$ cat src/rtl/core/lng_pkg.sv
// Shared constants, word types and register codes for the lattice neighbor generator.
package lng_pkg;

   localparam int MAX_DIMS        = 4;
   localparam int INDEX_BITS      = 20;
   localparam int SIDE_BITS       = 11;
   localparam int DIMS_BITS       = 3;
   localparam int AXIS_FIELD_BITS = 2;
   localparam int CSR_INDEX_BITS  = 2;
   localparam int CSR_DATA_BITS   = SIDE_BITS;

   localparam int AXIS_BITS  = (MAX_DIMS > 1) ? $clog2(MAX_DIMS) : 1;
   localparam int Q_BITS     = SIDE_BITS;
   localparam int SHIFT_BITS = $clog2(Q_BITS);
   localparam int COUNT_BITS = INDEX_BITS + 1;
   localparam int TRIAL_BITS = COUNT_BITS + Q_BITS;
   localparam int PROD_BITS  = COUNT_BITS + SIDE_BITS;
   localparam int NUM_CELLS  = MAX_DIMS * Q_BITS;

   localparam logic [PROD_BITS-1:0] COUNT_CAP = PROD_BITS'(1) << INDEX_BITS;

   localparam logic [DIMS_BITS-1:0] DIMS_RESET     = DIMS_BITS'(2);
   localparam logic [SIDE_BITS-1:0] SIDE_RESET     = SIDE_BITS'(16);
   localparam logic                 PERIODIC_RESET = 1'b1;

   typedef enum logic [CSR_INDEX_BITS-1:0] {
      CSR_DIMENSIONS  = 2'd0,
      CSR_SIDE_LENGTH = 2'd1,
      CSR_PERIODIC    = 2'd2
   } csr_index_type;

   // One site on its way down the cell row.
   typedef struct packed {
      logic                  err;
      logic [INDEX_BITS-1:0] idx;
      logic [INDEX_BITS-1:0] rem;
      logic [Q_BITS-1:0]     q;
      logic [MAX_DIMS-1:0]   lo;
      logic [MAX_DIMS-1:0]   hi;
   } item_type;

   typedef struct packed {
      logic                  first;
      logic                  last;
      logic [AXIS_BITS-1:0]  axis;
      logic [SHIFT_BITS-1:0] shift;
   } cell_ctl_type;

   typedef struct packed {
      logic                                  busy;
      logic                                  err;
      logic                                  periodic;
      logic [AXIS_BITS-1:0]                  dims_m1;
      logic [SIDE_BITS-1:0]                  side_m1;
      logic [COUNT_BITS-1:0]                 count;
      logic [MAX_DIMS-1:0][COUNT_BITS-1:0]   stride;
      logic [MAX_DIMS-1:0][INDEX_BITS-1:0]   wrap;
   } cfg_type;

endpackage

$ cat src/rtl/core/lng_cfg.sv
// Configuration registers and the sequencer that derives strides, wrap offsets and site count.
module lng_cfg (
   input  logic                                clock,
   input  logic                                reset,
   input  logic                                csr_write_enable,
   input  logic [lng_pkg::CSR_INDEX_BITS-1:0]  csr_index,
   input  logic [lng_pkg::CSR_DATA_BITS-1:0]   csr_write_data,
   output lng_pkg::cfg_type                    cfg
);

   logic [lng_pkg::DIMS_BITS-1:0]  dims_ff, dims_in;
   logic [lng_pkg::SIDE_BITS-1:0]  side_ff, side_in;
   logic                           periodic_ff, periodic_in;
   logic                           run_ff, run_in;
   logic [lng_pkg::DIMS_BITS-1:0]  t_ff, t_in;
   logic [lng_pkg::COUNT_BITS-1:0] cur_ff, cur_in;
   logic                           ovf_ff, ovf_in;
   logic [lng_pkg::MAX_DIMS-1:0][lng_pkg::COUNT_BITS-1:0] stride_ff, stride_in;
   logic [lng_pkg::MAX_DIMS-1:0][lng_pkg::INDEX_BITS-1:0] wrap_ff, wrap_in;

   logic [lng_pkg::PROD_BITS-1:0]  prod;
   logic [lng_pkg::DIMS_BITS-1:0]  ax_full;
   logic [lng_pkg::AXIS_BITS-1:0]  ax;
   logic                           dims_ok;
   logic                           step_live;

   always_comb begin
      dims_ok   = (dims_ff != '0) && (32'(dims_ff) <= lng_pkg::MAX_DIMS);
      prod      = lng_pkg::PROD_BITS'(cur_ff) * lng_pkg::PROD_BITS'(side_ff);
      ax_full   = dims_ff - t_ff - lng_pkg::DIMS_BITS'(1);
      ax        = ax_full[lng_pkg::AXIS_BITS-1:0];
      step_live = run_ff && dims_ok && (t_ff < dims_ff);

      dims_in     = dims_ff;
      side_in     = side_ff;
      periodic_in = periodic_ff;
      run_in      = run_ff;
      t_in        = t_ff;
      cur_in      = cur_ff;
      ovf_in      = ovf_ff;
      stride_in   = stride_ff;
      wrap_in     = wrap_ff;

      // Walk the axes from the last one (stride 1) up to axis 0.
      if (step_live) begin
         stride_in[ax] = cur_ff;
         wrap_in[ax]   = lng_pkg::INDEX_BITS'(prod - lng_pkg::PROD_BITS'(cur_ff));
         cur_in        = lng_pkg::COUNT_BITS'(prod);
         ovf_in        = ovf_ff | (prod > lng_pkg::COUNT_CAP);
         t_in          = t_ff + lng_pkg::DIMS_BITS'(1);
      end else if (run_ff) begin
         run_in = 1'b0;
      end

      // Any write restarts the derivation.
      if (csr_write_enable) begin
         unique case (csr_index)
            lng_pkg::CSR_DIMENSIONS:  dims_in     = csr_write_data[lng_pkg::DIMS_BITS-1:0];
            lng_pkg::CSR_SIDE_LENGTH: side_in     = csr_write_data[lng_pkg::SIDE_BITS-1:0];
            lng_pkg::CSR_PERIODIC:    periodic_in = csr_write_data[0];
            default: ;
         endcase
         run_in    = 1'b1;
         t_in      = '0;
         cur_in    = lng_pkg::COUNT_BITS'(1);
         ovf_in    = 1'b0;
         stride_in = '0;
         wrap_in   = '0;
      end
   end

   always_ff @(posedge clock) begin
      if (reset) begin
         dims_ff     <= lng_pkg::DIMS_RESET;
         side_ff     <= lng_pkg::SIDE_RESET;
         periodic_ff <= lng_pkg::PERIODIC_RESET;
         run_ff      <= 1'b1;
         t_ff        <= '0;
         cur_ff      <= lng_pkg::COUNT_BITS'(1);
         ovf_ff      <= 1'b0;
         stride_ff   <= '0;
         wrap_ff     <= '0;
      end else begin
         dims_ff     <= dims_in;
         side_ff     <= side_in;
         periodic_ff <= periodic_in;
         run_ff      <= run_in;
         t_ff        <= t_in;
         cur_ff      <= cur_in;
         ovf_ff      <= ovf_in;
         stride_ff   <= stride_in;
         wrap_ff     <= wrap_in;
      end
   end

   always_comb begin
      cfg.busy     = run_ff;
      cfg.err      = !dims_ok || ovf_ff;
      cfg.periodic = periodic_ff;
      cfg.dims_m1  = lng_pkg::AXIS_BITS'(dims_ff - lng_pkg::DIMS_BITS'(1));
      cfg.side_m1  = side_ff - lng_pkg::SIDE_BITS'(1);
      cfg.count    = cur_ff;
      cfg.stride   = stride_ff;
      cfg.wrap     = wrap_ff;
   end

endmodule

$ cat config.mk
export PLATFORM = sky130hd
export DESIGN_NAME = lng_cfg
export DESIGN_NICKNAME = d
export VERILOG_FILES = /design/src/rtl/core/lng_pkg.sv /design/src/rtl/core/lng_cfg.sv
export SDC_FILE = /design/constraint.sdc
export NUM_CORES = 1
export LEC_CHECK = 0
export ABC_AREA = 1
export CAP_MARGIN = 30
export CORE_MARGIN = 4
export CORE_UTILIZATION = 35
export CTS_BUF_LIST = sky130_fd_sc_hd__clkbuf_4
export DETAILED_ROUTE_END_ITERATION = 10
export DONT_BUFFER_PORTS = 1
export SKIP_LAST_GASP = 1
export SYNTH_ARGS = -nofsm -noshare
export SYNTH_HDL_FRONTEND = slang
export SYNTH_SLANG_ARGS = --single-unit
$ cat constraint.sdc
create_clock -name clock -period 6.4 [get_ports clock]
set_clock_uncertainty 0.2 [all_clocks]
set_input_delay 0 -clock clock [delete_from_list [all_inputs] [get_ports clock]]
set_output_delay 0 -clock clock [all_outputs]
set_load 0.02 [all_outputs]
# After elaboration in Yosys (flattened, before gate mapping)

Cells that the tools add are included.

Output and inout bits: 201
Register bits: 205

Add/sub/neg operators: 6
Order comparisons: 5
Equal/unequal tests: 2
Muxes and demuxes: 6
Reduce and logical (&&, ||, !) cells: 12
$mul: 1
Bitwise operators: 1

Operators by type and width:

| cell                  | count |
|---|---|
| $bwmux 84             | 1 |
| $bwmux 80             | 1 |
| $demux 21 s2          | 1 |
| $demux 20 s2          | 1 |
| $gt 32x21->1 const B  | 1 |
| $mul 21x11->32        | 1 |
| $mux 21               | 1 |
| $mux 20               | 1 |
| $sub 20x20->20        | 1 |
| $sub 11x1->11 const B | 1 |
| $reduce_and 2->1      | 3 |
| $logic_and 1x1->1     | 4 |
| $sub 2x1->2 const B   | 2 |
| $add 3x1->3 const B   | 1 |
| $le 3x3->1 const B    | 1 |
| $lt 2x3->1 const B    | 1 |
| $lt 3x3->1            | 1 |
| $reduce_bool 3->1     | 1 |
| $eq 2x1->1 const B    | 1 |
| $eq 2x2->1 const B    | 1 |
| $ge 2x1->1 const B    | 1 |
| $logic_not 2->1       | 1 |
| $reduce_or 2->1       | 1 |
| $sub 2x2->2           | 1 |
| 3 further kinds       | 3 |

# Depth between registers and ports, before layout

Gate-level depths: netlist of run 1.

Depth after elaboration: 7
Gate-level depth with buffers: 35
Mapped depth without buffers: 33

# Worst setup path after synthesis of run 1

Ideal clock, no wire load.

Path kind: register -> register
Start: reg cur_ff[0] in the netlist's numbering
End: reg wrap_ff, in the netlist cfg[18]
Library setup time: 116 ps
Slack: 187 ps
Arrival: 5897 ps
Clock period less this slack: 6213 ps
Stages on the path, launching flop included: 26
Cells stage by stage: dfxtp_1 clkbuf_1 nand2_1 fa_1 fa_1 inv_1 fa_1 fa_1 inv_1 fa_1 inv_1 ha_1 nand2_1 inv_1 a21oi_1 nand2_1 xnor2_1 inv_1 ha_1 nand2_1 nor4_1 o21ai_0 nand4_1 nand3_1 o211ai_1 inv_1

Cells in the longest elaborated chain, start to end: 3

Ends and longest elaborated chain:

| item                    | line          | RTL |
|---|---|---|
| from (decl)             | lng_cfg.sv:16 | `logic [lng_pkg::COUNT_BITS-1:0] cur_ff, cur_in;` |
| from (signal assigned)  | lng_cfg.sv:79 | `cur_ff <= lng_pkg::COUNT_BITS'(1);` |
| from (signal assigned)  | lng_cfg.sv:89 | `cur_ff <= cur_in;` |
| $mul 21x11->32          | lng_cfg.sv:29 | `prod = lng_pkg::PROD_BITS'(cur_ff) * lng_pkg::PROD_BITS'(side_ff);` |
| named net prod, one bit | lng_cfg.sv:21 | `logic [lng_pkg::PROD_BITS-1:0] prod;` |
| $sub 20x20->20          | lng_cfg.sv:47 | `wrap_in[ax] = lng_pkg::INDEX_BITS'(prod - lng_pkg::PROD_BITS'(cur_ff));` |
| $bwmux 80               | lng_cfg.sv:47 |  |
| to (signal assigned)    | lng_cfg.sv:92 | `wrap_ff <= wrap_in;` |
| to (decl)               | lng_cfg.sv:19 | `logic [lng_pkg::MAX_DIMS-1:0][lng_pkg::INDEX_BITS-1:0] wrap_ff, wrap_in;` |

The timed path passes the listed nets, and every way through them passes these cells.
A chain may end at the register's enable or synchronous reset.

# Worst setup path after layout of run 1

Start: reg side_ff[7] in the netlist's numbering
End: reg wrap_ff, in the netlist cfg[58]

Cells in the longest elaborated chain, start to end: 3

Ends and longest elaborated chain:

| item                    | line          | RTL |
|---|---|---|
| from (decl)             | lng_cfg.sv:12 | `logic [lng_pkg::SIDE_BITS-1:0] side_ff, side_in;` |
| from (signal assigned)  | lng_cfg.sv:75 | `side_ff <= lng_pkg::SIDE_RESET;` |
| from (signal assigned)  | lng_cfg.sv:85 | `side_ff <= side_in;` |
| $mul 21x11->32          | lng_cfg.sv:29 |  |
| named net prod, one bit | lng_cfg.sv:21 |  |
| $sub 20x20->20          | lng_cfg.sv:47 |  |
| $bwmux 80               | lng_cfg.sv:47 |  |

The timed path passes the listed nets, and every way through them passes these cells.

==> metrics, run 1 <==
Leak Pwr=10.2 nW; Slew @ Worst Pin=1.04 ns; critical path type=flip-flop to flip-flop; synth top area cells=dfxtp_1 25%, fa_1 21%, nand2_1 11%; Detailed Routing Iterations Pass 1=7; synthesized area=~16,000 sq um; CTS tree=done; slowest CP cell=fa_1; top-count cell post-synth=nand2_1; dpl cells=about 2,800; die height=224 um; max-slew violations=0; Synth cell types=40; CTS Buf Count=52; routed len/inst=17.6 um; TritonCTS sink count=~200; initial antenna violation count=1; clock edge transition at the registers on the reported setup and hold paths=~0.070 ns; first-pass GRT wire length=around 83,000 um; Warnings, synthesis=0; Max Fclk=about 160 MHz; H-tree levels=2; clock tree buffer depth=3; top_reg_cell synth=dfxtp_1; gr usage total=about a fifth; clock latency at the later pin of the worst-skew pair=approximately 0.72 ns; final worst-path cycle share=96.8%; setup TNS=0 ns; Power Density=just under 200 nW/um^2; core area=between 40,000 and 50,000 sq um; post-layout util=between 40% and 50%; die width=roughly 220 um; Post-Synthesis Cells=~2,200; type of the worst min-delay path=input port to flip-flop; met1 GRT Util=slightly below 30%; #FFs+latches synth=205; Vias per Instance=~5.0; Worst path max stage delay=about 0.6 ns; Die ar.=around 50,000 sq um; pre-CTS WS=-0.413 ns; DR iter-0 viols=about 1,000; # DRC=0; Yosys top cell by area=dfxtp_1; Rel. slew slack=slightly below 30%; startpoint types=flip-flop; ys async rst share=0%; row count=a little under 80; met2 GRT Util=around 33%; worst setup margin=a little over 0.2 ns; Final Hold Viols=0; clk root buf=clkbuf_4; VDD IR max=0.000166 V; boundary pin count=between 200 and 250; total gr overflow=0; total of max-cap violations=0; largest net degree at the start of global routing=around 120; status=finished clean; top cell type's share of synthesized area=25.2%; post-synthesis area per instance=7.35 sq um; GR Layer Usage met3=approximately 3.8%; register area share after synthesis=25.2%; RSZ-0062 raised after global routing=yes; area delta synth->final=19.1%; post-route antenna net violation count=0; Post-synth EDFFs=0; vias in the first global route=14,700; GP Congestion=0.925; Post-synth top cells=482 x nand2_1, 456 x inv_1, 205 x dfxtp_1; via count=14,800; critical path peak fanout=6; Req. time, crit path=approximately 6.8 ns; post-DP HPWL=~41,000 um; CP arrival=approximately 6.6 ns; final setup violation count=0; total power=around 3.7 mW; worst path buffer plus inverter count=7; Starting Density=about 36%; WL final=52,700 um; share of cells above drive strength 1=14.8%; Min Clock Period, post-route=approximately 6.2 ns; fin cells=~3,000; Mapped Nets=around 2,500; Top Usage Layer GRT=met2; NumNets Final=between 2,000 and 3,000; Port Buf Inserts=0; Worst setup EP type=flip-flop; delay-heaviest family, CP=adder cells
[worst reg2reg max path, delay by kind of cell, from the launching register on]
| kind | cells | cell delay [ns] |
|---|---|---|
| fa+ha+maj | 7 | 3.27 |
| simple gates | 9 | 1.17 |
| buf+inv | 7 | 0.60 |
| compound gates | 3 | 0.42 |
| flops | 1 | 0.39 |
[placed cells by master (no fill, tap or decap), drive strengths merged, types with 11 or more instances in the layout]
master,count
nor2,185
fa,171
xor2,16
clkbuf,79
dfxtp,205
nand3,65
a21oi,145
dlygate4sd3,36
o211ai,17
nor3,14
o21ai,173
buf,157
inv,457
xnor2,20
o22ai,13
nand2,484
clkinv,11
ha,94
[state kept, by name, summed over array words and instances, names as in the netlist]
name and cells:
t_ff 3, side_ff 11, cur_ff 21, run_ff 1, dims_ff 3, cfg 164
periodic_ff 1, ovf_ff 1
[kinds of logic (layout without fill, tap and decap cells)]
| group | after synthesis | after routing | share of synthesized area (%) |
|---|---|---|---|
| adder cells (fa/ha/maj) | 265 | 265 | 28.3 |
| XOR/XNOR | 36 | 36 | 1.98 |
| AND/OR/NAND/NOR | 771 | 771 | 19.1 |
| buffers and inverters | 567 | 741 | 13.3 |
| AO/OA/AOI/OAI | 369 | 369 | 12.1 |
| flip-flops | 205 | 205 | 25.2 |
| other | 0 | 1 | 0 |
[layer usage]
| metal | vias to the layer above | routed length [um] | part of all wire, % |
|---|---|---|---|
| li1 | 7050 | - | - |
| met1 | 7170 | 23400 | 44 |
| met2 | 511 | 24400 | 46 |
| met3 | 61 | 4180 | 7.9 |
| met4 | 0 | 775 | 1.5 |
| met5 | - | 0 | 0 |
[layout make-up]
type                       count  area (sq um)
antenna                        1          2.50
clock buffer                  76           571
clock inverter                12          51.3
fill                        4718         26300
inverter                     457          1720
multi-input combinational   1441         10500
sequential                   205          4160
tap                          600           751
timing repair buffer         196          1630
[power by group]
group          switching, mW  internal [mW]
Combinational          0.725          0.409
Clock                  0.560          0.540
Sequential             0.147           1.35
Total                   1.43           2.30
[per-stage QoR]
step	cell area, sq um	hold slack, ns
after floorplan	16300	-0.100
after global placement	17700	-0.0932
after detailed placement	17700	-0.0795
after CTS	18800	0.0248
after global routing	19400	0.129
final	19400	0.0855
[worst paths after layout]
path | slack, ns | endpoint | cells past startpoint | start
worst max-delay path | 0.21 | cfg[58] | 26 | side_ff[7]
worst min-delay path | 0.09 | side_ff[1] | 4 | csr_write_data[1]
worst max register to register | 0.21 | cfg[58] | 26 | side_ff[7]
worst min register to register | 0.25 | ovf_ff | 2 | ovf_ff
[timing repair]
action                                  in CTS  in global routing
endpoints found under the setup margin      36                 36
endpoints found under the hold margin      199                  0
buffers inserted                             0                 14
pin swaps                                    2                 44
resized for setup                           30                104
hold buffers                                36                  0
(Power assumes the default switching activity.)
==> run 2: changes to the inputs <==
- ABC_AREA: 1 -> unset
==> run 2 against run 1 <==
Compared with the run above:
- sequential share of layout area increased by 0.93 points
- first-iteration DRC count increased by 22%
- cell count decreased by 9.9%
- global-route usage increased by 0.18 points
- via count decreased by 7.3%
- combinational power decreased by 15%
- worst setup slack got worse by 0.0066 ns
- maximum frequency decreased by 0.11%
- sequential cell count unchanged
- clock power increased by 4%
- synthesized cell count decreased by 12%
- non-clock buffer count decreased by 12
- critical endpoint is now ovf_ff
==> metrics, run 2 <==
Clk network pwr share=32.5% (+3.0 points); initial antenna violation count=2 (+1); max-slew violations=0 (unchanged); synthesized area=15,500 sq um (-4.4%); final setup violation count=0 (unchanged); Port Buf Inserts=0 (unchanged); switching share of power=35.1% (-3.3 points); clock tree buffer depth=3 (unchanged); core area=43,500 sq um (-4.9%); routed len/inst=18.7 um (+6.2%); share of cells above drive strength 1=15.6% (+0.84 points); row count=76 (-2.6%); combinational fraction of design power=27.4% (-3.0 points); max reg flops=164 (unchanged); die height=219 um (-2.2%); top_reg_cell synth=dfxtp_1; VDD IR max=0.000112 V (-33%); Starting Density=35.8% (+0.16 points); vias in the first global route=13,800 (-5.7%); post-DP HPWL=38,300 um (-6.3%); type of the worst min-delay path=input port to flip-flop; Rel. slew slack=32.3% (+2.6 points); H-tree levels=2 (unchanged); #FFs+latches synth=205 (unchanged); GP Congestion=0.907 (-2.0%); total of max-cap violations=0 (unchanged); WL final=50,500 um (-4.3%); die width=219 um (-2.2%); Yosys top cell by area=dfxtp_1; Detailed Routing Iterations Pass 1=6 (-1); startpoint types=flip-flop; P_int=2.27 mW (-1.0%); via count=13,700 (-7.3%); status=finished clean; Post-synth top cells=516 x nand2_1, 217 x a21oi_1, 215 x inv_1; Power Density=189 nW/um^2 (-1.9%); clk root buf=clkbuf_4; Hold Startpoint=reset; Leak Pwr=8.01 nW (-22%); critical path type=flip-flop to flip-flop; register area share after synthesis=26.4% (+1.2 points); clock edge transition at the registers on the reported setup and hold paths=0.07 ns (about the same); Vias per Instance=5.09 (+2.8%); most frequent cells in the layout=514 x nand2_1, 214 x inv_1, 205 x a21oi_1; first-pass GRT wire length=77,600 um (-6.5%); Mapped Nets=2,237 (-10%); Post-Synthesis Cells=1,956 (-12%); Switch Pwr=1.23 mW (-14%); post-synthesis area per instance=7.95 sq um (+8.1%); # DRC=0 (unchanged); top-count cell post-synth=nand2_1; commonest non-fill, non-tap cell in the layout=nand2_1; CTS Buf Count=55 (+5.8%); TritonCTS sink count=205 (unchanged); critical path peak fanout=5 (-1); Req. time, crit path=6.78 ns (about the same); largest net degree at the start of global routing=101 (-18%); Die ar.=47,900 sq um (-4.3%); fin cells=2,693 (-9.9%); Slew @ Worst Pin=1.01 ns (-0.0320 ns); sequential cell fraction of total power=40.0% (about the same); area delta synth->final=19.2%; synth top area cells=dfxtp_1 26%, fa_1 22%, nand2_1 12%; gr usage total=20.6% (+0.18 points); total gr overflow=0 (unchanged); total power=3.50 mW (-6.1%); Hold Crit Depth=2 (-2); Worst R2R Path Depth=19 (-27%); Final Hold Viols=0 (unchanged); NumNets Final=2,354 (-11%); Warnings, synthesis=0 (unchanged); Min Clock Period, post-route=6.20 ns (+0.00660 ns); clock latency at the later pin of the worst-skew pair=0.78 ns (+0.06 ns); Critical Path Source=cur_ff[4]; Synth cell types=54 (+35%); final worst-path cycle share=96.9% (+0.10 points); ys async rst share=0% (unchanged); DR iter-0 viols=1,200 (+22%); dpl cells=2,550 (-10%); worst r2r src=cur_ff[4]; boundary pin count=217 (unchanged); Worst setup EP type=flip-flop; CP arrival=6.58 ns (+0.02 ns); CTS tree=done; Post-synth EDFFs=0 (unchanged); Max Fclk=161 MHz (-0.11%); RSZ-0062 raised after global routing=yes; post-route antenna net violation count=0 (unchanged); top cell type's share of synthesized area=26.4% (+1.2 points)
## run 2: changes by cell type after synthesis, sizes merged, moves of 15 or more
cell and change:
and2 +58, nand3 -45, o21ai -145, inv -242, a21oi +72, o211ai -15
clkbuf +25, nand2 +32, nor2 -70
## run 2: power groups by stage
| stage | combinational (mW) | sequential, mW | clock (mW) |
|---|---|---|---|
| floorplan | 0.545 | 1.42 | 0 |
| global placement | 0.856 | 1.43 | 0 |
| detailed placement | 0.874 | 1.43 | 0 |
| CTS | 0.899 | 1.40 | 1.17 |
| global route | 1.05 | 1.41 | 1.23 |
| finish | 0.961 | 1.40 | 1.14 |
## run 2: critical path, cell delays in order (launching register included)
cell and delay, ns:
dfxtp_4 0.38, buf_4 0.12, nand2_1 0.06, fa_1 0.51, inv_1 0.06, fa_2 0.37
fa_1 0.50, fa_1 0.58, fa_1 0.42, ha_1 0.30, and3_1 0.20, a221oi_2 0.32
xnor2_1 0.15, or4_4 0.51, or4b_4 0.55, nor4_4 0.17, and4_4 0.30, o211ai_1 0.10
nor4_2 0.16, a31oi_1 0.11
## run 2: timing repair
action / 4_1_cts / 5_1_grt
gates resized for setup: 11 / 95
pin swaps: 1 / 43
setup buffers: 1 / 13
setup endpoints to repair: 21 / 38
endpoints found under the hold margin: 83 / 0
hold buffers: 36 / 0
## run 2: layout make-up
type	count	area (sq um)
fillers	4437	24900
flip-flops and latches	205	4150
clock buffers	77	578
diodes	3	7.51
repair buffers	184	1600
well taps	585	732
clock inverters	12	80.1
multi-input cells	1412	10600
inverters	215	807
## run 2: per-layer routing
metal | wire length, um | up-vias | track usage (%)
li1 | - | 6427 | -
met2 | 23500 | 516 | 34.0
met1 | 21200 | 6661 | 26.7
met4 | 1520 | 0 | 7.12
met5 | 0 | - | 0
met3 | 4220 | 103 | 4.57
## run 2: final timing paths
path / end / slack, ns
max: ovf_ff / 0.20
min: side_ff[5] / 0.07
max reg2reg: ovf_ff / 0.20
min reg2reg: t_ff[1] / 0.29
## run 2: metrics by stage
| stage | cell area [sq um] | hold slack (ns) | worst slack, ns | utilization, % | TNS (ns) |
|---|---|---|---|---|---|
| 4_1_cts | 18000 | 0.0122 | -0.0139 | 41.4 | -0.0139 |
| 5_1_grt | 18500 | 0.0561 | -0.0165 | 42.6 | -0.0227 |
| 2_1_floorplan | 15700 | -0.0888 | 0.00803 | - | 0 |
| 3_5_place_dp | 16900 | -0.123 | -0.146 | 39.0 | -1.48 |
| 6_report | 18500 | 0.0679 | 0.201 | 42.6 | 0 |
| 3_3_place_gp | 16900 | -0.124 | -0.0762 | 38.9 | -0.673 |
## run 2: kinds of logic (layout without fill, tap and decap cells)
kind of cell | count (synthesis) | in the layout | synth area share (%)
simple gates | 768 | 768 | 20.7
buf+inv | 339 | 488 | 8.23
compound gates | 321 | 321 | 11.7
fa+ha+maj | 265 | 265 | 29.6
flops | 205 | 205 | 26.4
xor+xnor | 43 | 43 | 2.42
mux | 15 | 15 | 0.974
other cells | 0 | 3 | 0
==> run 3: changes to the inputs <==
- MAX_ROUTING_LAYER: unset -> met4
- TNS_END_PERCENT: unset -> 30
==> run 3 against run 2 <==
Compared with the run above:
- hold slack got worse by 0.017 ns
- first-iteration DRC count decreased by 35%
- combinational power rose by 0.6%
- routed wire length decreased by 0.15%
- sequential cell count stayed put
- clock power is essentially flat
- global-route usage grew 0.44 points
- non-clock buffer count stayed put
- die area did not move
- sequential share of layout area shrank 0.22 points
- highest routed layer unchanged
==> metrics, run 3 (synthesized netlist as in run 2, its figures left out) <==
routed len/inst=18.7 um (-0.33%); design area=18,700 sq um (+1.1%); die width=219 um (unchanged); Final Hold Viols=0 (unchanged); post-route antenna net violation count=0 (unchanged); crit-path cells=buf_8 > nand2_1 > fa_1 > fa_1 > inv_1 > ha_1 > fa_1 > fa_1 > ha_1 > and3_4 > a221oi_4 > xnor2_2 > or4_4 > or4b_4 > nor4_4 > and4_4 > o211ai_1 > nor4_2 > a31oi_1; Req. time, crit path=6.80 ns (+0.02 ns); most frequent cells in the layout=511 x nand2_1, 212 x inv_1, 207 x a21oi_1; worst setup margin=0.155 ns (-0.0460 ns); area delta synth->final=20.5%; Port Buf Inserts=0 (unchanged); # DRC=0 (unchanged); final setup violation count=0 (unchanged); Vias per Instance=5.04 (-0.96%); max-slew violations=0 (unchanged); H-tree levels=2 (unchanged); post-layout util=43.1% (+0.47 points); Slew @ Worst Pin=1.05 ns (+0.0370 ns); met2 GRT Util=34.2% (+0.21 points); critical path peak fanout=6 (+1); total power=3.53 mW (+0.80%); Detailed Routing Iterations Pass 1=5 (-1); Min Clock Period, post-route=6.25 ns (+0.0460 ns); status=finished clean; die height=219 um (unchanged); type of the worst min-delay path=input port to flip-flop; Leak Pwr=8.04 nW (+0.37%); final worst-path cycle share=97.6% (+0.72 points); Area after DPL=16,900 sq um (about the same); startpoint types=flip-flop; GR Layer Usage met3=5.42% (+0.85 points); share of cells above drive strength 1=15.9% (+0.29 points); via count=13,600 (-0.78%); Max Fclk=160 MHz (-0.74%); clock tree buffer depth=3 (unchanged); Rel. slew slack=29.9% (-2.4 points); max reg flops=164 (unchanged); VDD IR max=0.000108 V (-3.6%); NumNets Final=2,353 (-0.042%); WL final=50,400 um (-0.15%); setup TNS=0 ns (unchanged); delay-heaviest family, CP=adder cells; Worst setup EP type=flip-flop; largest net degree at the start of global routing=92 (-8.9%); initial antenna violation count=1 (-1); Top Usage Layer GRT=met2; vias in the first global route=13,800 (-0.094%); gr usage total=21.0% (+0.44 points); commonest non-fill, non-tap cell in the layout=nand2_1; crit-path most repeated cell=fa_1; CTS tree=done; dpl cells=2,551 (+0.039%); Worst path max stage delay=0.57 ns (about the same); pre-CTS WS=-0.155 ns (-0.00878 ns); clk root buf=clkbuf_4; row count=76 (unchanged); Power Density=188 nW/um^2 (-0.30%); clock edge transition at the registers on the reported setup and hold paths=0.06 ns (about the same); boundary pin count=217 (unchanged); worst path buffer plus inverter count=2 (unchanged); clock latency at the later pin of the worst-skew pair=0.77 ns (about the same); met1 GRT Util=25.9% (-0.80 points); Die ar.=47,900 sq um (unchanged); Starting Density=35.8% (unchanged); critical path type=flip-flop to flip-flop; DR iter-0 viols=784 (-35%); total of max-cap violations=0 (unchanged); total gr overflow=0 (unchanged); post-DP HPWL=38,400 um (+0.17%); RSZ-0062 raised after global routing=yes; first-pass GRT wire length=77,100 um (-0.73%); slowest CP cell=fa_1; Fin Hold WS=0.0504 ns (-0.0175 ns); core area=43,500 sq um (unchanged); GP Congestion=0.926 (+2.0%); CP arrival=6.65 ns (+0.07 ns); CTS Buf Count=54 (-1.8%); fin cells=2,698 (+0.19%); TritonCTS sink count=205 (unchanged)
run 3: cell count changes in the layout (fill, tap and decap cells not counted), moves of 3 or more:
cell | before | now
ha_4 | 11 | 14
buf_8 | 1 | 4
nand2_2 | 2 | 5
buf_4 | 132 | 124
dfxtp_4 | 8 | 11
dfxtp_2 | 13 | 8
and2_1 | 54 | 57
nand2_1 | 514 | 511
run 3: path summary, 6_finish.rpt:
kind / startpoint / cells after the start / end / slack, ns
worst max-delay path: side_ff[4] / 19 / ovf_ff / 0.15
worst max register to register: side_ff[4] / 19 / ovf_ff / 0.15
worst min-delay path: reset / 2 / side_ff[0] / 0.05
worst min register to register: t_ff[1] / 2 / t_ff[1] / 0.29
run 3: power breakdown:
part	switching, mW	internal, mW	total [mW]
combinational	0.597	0.371	0.967
sequential	0.0853	1.32	1.40
clock	0.553	0.607	1.16
total	1.23	2.29	3.53
run 3: layout make-up:
type                            count  area (sq um)
Fill cell                        4374         24700
Tap cell                          585           732
Inverter                          215           807
Multi-Input combinational cell   1412         10700
Clock inverter                     15          98.8
Timing Repair Buffer              184          1660
Sequential cell                   205          4160
Clock buffer                       79           593
Antenna cell                        3          7.51
run 3: per-layer routing:
layer | share of wire [%] | vias up | wire length, um
li1 | - | 6433 | -
met1 | 42 | 6617 | 21300
met2 | 47 | 443 | 23600
met3 | 7.7 | 107 | 3900
met4 | 3.1 | 0 | 1570
met5 | 0 | - | 0
run 3: what timing repair did:
action / 4_1_cts / 5_1_grt
setup endpoints to repair: 26 / 43
buffers inserted: 0 / 10
hold buffers: 38 / 0
hold endpoints to repair: 90 / 0
pin swaps: 1 / 53
cloned: 0 / 1
gates resized for setup: 12 / 113
